===== config.mk =====
export PLATFORM = sky130hd
export DESIGN_NAME = rpn_front
export DESIGN_NICKNAME = d
export VERILOG_FILES = /design/src/rtl/core/rpn_pkg.sv /design/src/rtl/core/rpn_front.sv
export SDC_FILE = /design/constraint.sdc
export NUM_CORES = 1
export LEC_CHECK = 0
export BUFFER_PORTS_ARGS = -buffer_cell sky130_fd_sc_hd__buf_2
export CAP_MARGIN = 20
export CORE_MARGIN = 3
export CORE_UTILIZATION = 45
export DETAILED_ROUTE_END_ITERATION = 8
export PLACE_DENSITY = 0.75
export SYNTH_ARGS = -nofsm -noshare
export SYNTH_HDL_FRONTEND = slang
export SYNTH_SLANG_ARGS = --single-unit

===== constraint.sdc =====
create_clock -name clk_i -period 4.55 [get_ports clk_i]
set_input_delay 0.2275 -clock clk_i [delete_from_list [all_inputs] [get_ports clk_i]]
set_output_delay 0.2275 -clock clk_i [all_outputs]
set_load 0.005 [all_outputs]

===== src/rtl/core/rpn_pkg.sv =====
// Package for the RPN calculator: codes, types, helper functions.
// No dependencies.
`default_nettype none
package rpn_pkg;
  localparam int unsigned StackDepthDef = 16;
  localparam int unsigned DataW = 64;

  localparam logic [1:0] ModePush = 2'd0;
  localparam logic [1:0] ModeOp   = 2'd1;
  localparam logic [1:0] ModeFin  = 2'd2;

  localparam logic [4:0] OpAdd = 5'd0;
  localparam logic [4:0] OpSub = 5'd1;
  localparam logic [4:0] OpMul = 5'd2;
  localparam logic [4:0] OpDiv = 5'd3;
  localparam logic [4:0] OpMod = 5'd4;
  localparam logic [4:0] OpAnd = 5'd5;
  localparam logic [4:0] OpOr  = 5'd6;
  localparam logic [4:0] OpXor = 5'd7;
  localparam logic [4:0] OpNot = 5'd8;
  localparam logic [4:0] OpSw32 = 5'd9;
  localparam logic [4:0] OpSw16 = 5'd10;
  localparam logic [4:0] OpShr = 5'd11;
  localparam logic [4:0] OpShl = 5'd12;
  localparam logic [4:0] OpLt  = 5'd13;
  localparam logic [4:0] OpLe  = 5'd14;
  localparam logic [4:0] OpGt  = 5'd15;
  localparam logic [4:0] OpGe  = 5'd16;
  localparam logic [4:0] OpEq  = 5'd17;

  localparam logic [2:0] StOk    = 3'd0;
  localparam logic [2:0] StFull  = 3'd1;
  localparam logic [2:0] StFew   = 3'd2;
  localparam logic [2:0] StDiv0  = 3'd3;
  localparam logic [2:0] StEmpty = 3'd4;
  localparam logic [2:0] StMulti = 3'd5;

  // classified command kinds
  typedef enum logic [2:0] {
    KPush, KUnary, KBinary, KDivide, KFinish, KNop
  } kind_e;

  typedef struct packed {
    kind_e       kind;
    logic [4:0]  opcode;
    logic [63:0] value;
  } cmd_t;

  function automatic logic [63:0] unary_f(logic [4:0] op, logic [63:0] a);
    logic [63:0] r;
    r = '0;
    case (op)
      OpNot:   r = ~a;
      OpSw32:  r = {32'd0, a[7:0], a[15:8], a[23:16], a[31:24]};
      default: r = {48'd0, a[7:0], a[15:8]};
    endcase
    return r;
  endfunction
endpackage
`default_nettype wire


===== src/rtl/core/rpn_front.sv =====
// Front end: accepts commands, classifies them, writes the command queue.
// Depends on rpn_pkg.
`default_nettype none
module rpn_front
  import rpn_pkg::*;
(
  input  wire logic        clk_i,
  input  wire logic        rst_ni,
  input  wire logic        start_i,
  input  wire logic [1:0]  mode_i,
  input  wire logic [63:0] value_i,
  input  wire logic [4:0]  opcode_i,
  input  wire logic        pop_i,
  output logic             busy_o,
  output logic             avail_o,
  output cmd_t             cmd_o
);
  // two-entry queue
  cmd_t        q_q [2];
  logic        wp_q, rp_q;
  logic [1:0]  cnt_q;
  cmd_t        in_cmd;
  logic        push;

  always_comb begin
    in_cmd.value  = value_i;
    in_cmd.opcode = opcode_i;
    case (mode_i)
      ModePush: in_cmd.kind = KPush;
      ModeFin:  in_cmd.kind = KFinish;
      ModeOp: begin
        if (opcode_i > OpEq) in_cmd.kind = KNop;
        else if (opcode_i == OpDiv || opcode_i == OpMod) in_cmd.kind = KDivide;
        else if (opcode_i >= OpNot && opcode_i <= OpSw16) in_cmd.kind = KUnary;
        else in_cmd.kind = KBinary;
      end
      default:  in_cmd.kind = KNop;
    endcase
  end

  assign busy_o  = cnt_q[1];
  assign push    = start_i && !busy_o;
  assign avail_o = cnt_q != 2'd0;
  assign cmd_o   = q_q[rp_q];

  always_ff @(posedge clk_i) begin
    if (push) q_q[wp_q] <= in_cmd;
  end

  always_ff @(posedge clk_i or negedge rst_ni) begin
    if (!rst_ni) begin
      wp_q <= 1'b0; rp_q <= 1'b0; cnt_q <= 2'd0;
    end else begin
      if (push) wp_q <= ~wp_q;
      if (pop_i) rp_q <= ~rp_q;
      cnt_q <= cnt_q + {1'b0, push} - {1'b0, pop_i};
    end
  end
endmodule
`default_nettype wire


==> key figures <==
Run status
  • Outcome: complete, no violations

Setup path
  • CP bufs+invs: 1
  • Worst r2r dst: q_q[1][53]
  • CP Class: flop to primary output
  • Slowest-stage cell, CP: dfrtp_4
  • Reg2Reg Depth: 3
  • CP Capture Type: primary output
  • WP data arrival: roughly 2.1 ns
  • CP max FO: between 70 and 80
  • CP peak stage delay: approximately 1.1 ns
  • Register-to-register setup slack: between 2 and 2.5 ns
  • Req. time, crit path: approximately 4.3 ns
  • Launch point of the worst reg-to-reg path: cnt_q[1]
  • CP startpoint kind: flop
  • Critical path cell sequence: mux2_2 -> buf_2
  • CP delay by family, top: flip-flops

Timing
  • Hold Fails Final Rpt: 0
  • Max Slew Vio Count: 0
  • Min Tclk post-route: ~2.3 ns
  • RSZ-0062 raised after global routing: false
  • Crit share post-route: roughly half
  • # setup viols final: 0
  • Slew HR: 32.9%
  • Setup TNS Final: 0 ns
  • Max Clk Rate: 429 MHz
  • Tightest Pin Transition: roughly 1.0 ns
  • Worst clock skew: approximately 0.0067 ns
  • Final worst hold slack: 0.0230 ns

Synth
  • Cells taking the most area after synthesis: edfxtp_1 (79%), mux2_2 (15%), dfrtp_1 (1.8%), buf_6 (1.4%), xnor2_1 (0.64%)
  • Ys flop type: edfxtp_1
  • Most common cell in the netlist: edfxtp_1
  • Synth cell count leaders: edfxtp_1 (144), mux2_2 (72), buf_6 (7), dfrtp_1 (4), xnor2_1 (4)
  • Synth top area share: around four fifths
  • Ys Warns: 0
  • Library cells used by synthesis: 20
  • Ys async rst share: under 10%
  • Post-synthesis area per instance: about 22 um^2
  • Synth Cell Area: 5490 um^2
  • Post-synth EDFFs: between 100 and 150
  • Gate Count Post-Synth: about 250
  • Seq/Total Area, Yosys: approximately four fifths
  • Mapped Nets: ~330
  • Area leader, netlist: edfxtp_1
  • Flops & latches, synth: 148

Die
  • Die footprint: 13600 um^2
  • Site row count: 39
  • Core Area: about 12000 um^2
  • Initial core utilization: between 40 and 50%
  • DIE WIDTH: 116 um
  • IO Pins: 149
  • Die height: roughly 120 um

GRT
  • Total gr overflow: 0
  • Largest net degree at the start of global routing: 74
  • Tot GR Track Use: between 15 and 20%
  • Initial antenna violation count: 0
  • Vias in the first global route: ~3100
  • First-pass GRT wire length: approximately 15000 um

Finish
  • Antenna cells: 0
  • Nets@finish: about 540
  • P&R area growth vs syn: 35.9%
  • Share of layout cells above drive strength 1: between 50% and 60%
  • Post-route cell area: between 7000 and 8000 um^2

Detailed routing
  • Drt wl/cell: between 15 and 20 um
  • DR vias: about 3000
  • Vias per inst: 4.83
  • ANT nets after route: 0
  • Drt first pass iters: 4
  • DR iter-0 viols: 189
  • Total routed wirelength: about 10000 um
  • DR DRC count: 0

CTS
  • Clock Sinks: about 150
  • Num CTS Buffers: 17
  • CTS Buffer Depth: 2
  • H-tree depth: 4
  • CTS resizes: 0
  • CTS tree: built
  • # Post-CTS Setup Buffers: 0
  • Clk slew on worst S/H paths: roughly 0.06 ns
  • Root Buffer: clkbuf_16
  • Clk_lat worst skew: 0.41 ns

Power
  • Total power: roughly 4.2 mW
  • Clk network pwr share: 30.3%
  • Pint: 3.15 mW
  • Seq pwr share: between 40% and 50%
  • Gate power share: 22.8%
  • Peak supply drop: about 0.36 mV
  • Cell Pwr Density: roughly 570 nW/um^2
  • Pleak: 2.81 nW
  • Switching power: approximately 1.1 mW
  • Sw Share: 25.4%

Placed design
  • Port bufs: 148
  • Placed cell area: 6380 um^2
  • HPWL after DPL: 6240 um
  • GP Congestion: 0.693

Flow run
  • Max Cap Viol: 0

Min path
  • Min-delay src: value_i[43]
  • Min-delay worst type: primary input to flop
  • Hold Crit Depth: 1
  • Worst hold endpoint: q_q[1][43]
-- how the worst max path moves through the flow --
stage	cells past startpoint	endpoint	start
final	2	cmd_o[48]	rp_q
after global routing	2	cmd_o[50]	rp_q
after CTS	2	cmd_o[53]	rp_q
after detailed placement	3	q_q[0][62]	cnt_q[1]
after global placement	3	q_q[1][29]	cnt_q[1]
after floorplan	2	q_q[0][0]	cnt_q[1]
-- worst register-to-register path, cell delays in order (launching register included) --
cell	delay, ns
dfrtp_1	0.40
nand2b_1	0.28
nor2_4	0.79
buf_12	0.34
-- placed cells by master (no fill, tap or decap) --
cell	Yosys	final
a21oi_1	1	1
a31o_2	1	1
and4b_1	1	1
buf_12	0	2
buf_2	0	148
bufinv_16	0	2
clkbuf_1	0	2
clkbuf_16	0	17
clkinv_1	0	4
clkinv_2	0	5
clkinv_4	0	1
clkinvlp_4	0	1
dfrtp_1	4	3
dfrtp_4	0	1
dlygate4sd3_1	0	53
edfxtp_1	144	144
ha_1	2	2
inv_1	2	2
mux2_2	72	72
nand2_1	1	1
nand2b_1	1	1
nand3b_1	1	1
nor2_4	0	2
o21a_1	3	3
o21ai_0	1	1
or2_2	1	1
or3_4	1	1
xnor2_1	4	4
xor2_1	1	1
-- sequential cells by signal (all words and copies together) (netlist names) --
signal  count
q_q       144
rp_q        1
cnt_q       2
wp_q        1
-- routing by layer --
metal	up-vias	part of all wire [%]	track usage, %
met5	-	0	0
met1	1455	39	16.9
met4	0	1.7	7.42
met2	104	53	27.2
li1	1423	-	-
met3	16	5.8	5.60
-- through the flow --
| stage | util [%] | setup slack, ns | instances |
|---|---|---|---|
| detailed placement | 54.7 | 2.33 | 536 |
| floorplan | - | 0.416 | 251 |
| global placement | 54.7 | 2.39 | 536 |
| finish | 64.0 | 2.22 | 621 |
| global route | 64.0 | 2.09 | 621 |
| CTS | 63.7 | 2.20 | 618 |
-- power groups by stage --
stage / clock, mW / sequential (mW) / combinational, mW
after floorplan: 0 / 1.89 / 0.686
after global placement: 0 / 1.99 / 0.932
after detailed placement: 0 / 2.01 / 0.943
after CTS: 1.32 / 1.98 / 0.983
after global routing: 1.39 / 2.02 / 1.05
final: 1.28 / 1.98 / 0.961
-- logic make-up (layout without fill, tap and decap cells) --
group | count (synthesis) | after routing | share of synthesized area, %
XOR/XNOR | 5 | 5 | 0.797
adder cells (fa/ha/maj) | 2 | 2 | 0.456
AND/OR/NAND/NOR | 8 | 8 | 0.957
flip-flops | 148 | 148 | 80.6
multiplexers | 72 | 72 | 14.8
AO/OA/AOI/OAI | 6 | 6 | 0.752
buffers and inverters | 10 | 237 | 1.71
-- cell type report --
class / count / area [um^2]
sequential: 148 / 4430
inverter: 2 / 7.51
clock inverter: 13 / 116
clock buffer: 19 / 433
timing repair buffer: 203 / 1310
tap: 143 / 179
multi-input combinational: 93 / 988
fill: 826 / 4200
-- what timing repair did --
| action | CTS | global route |
|---|---|---|
| hold endpoints to repair | 101 | 5 |
| hold buffers | 50 | 3 |
| setup endpoints to repair | 0 | 0 |
(Power assumes the default switching activity.)
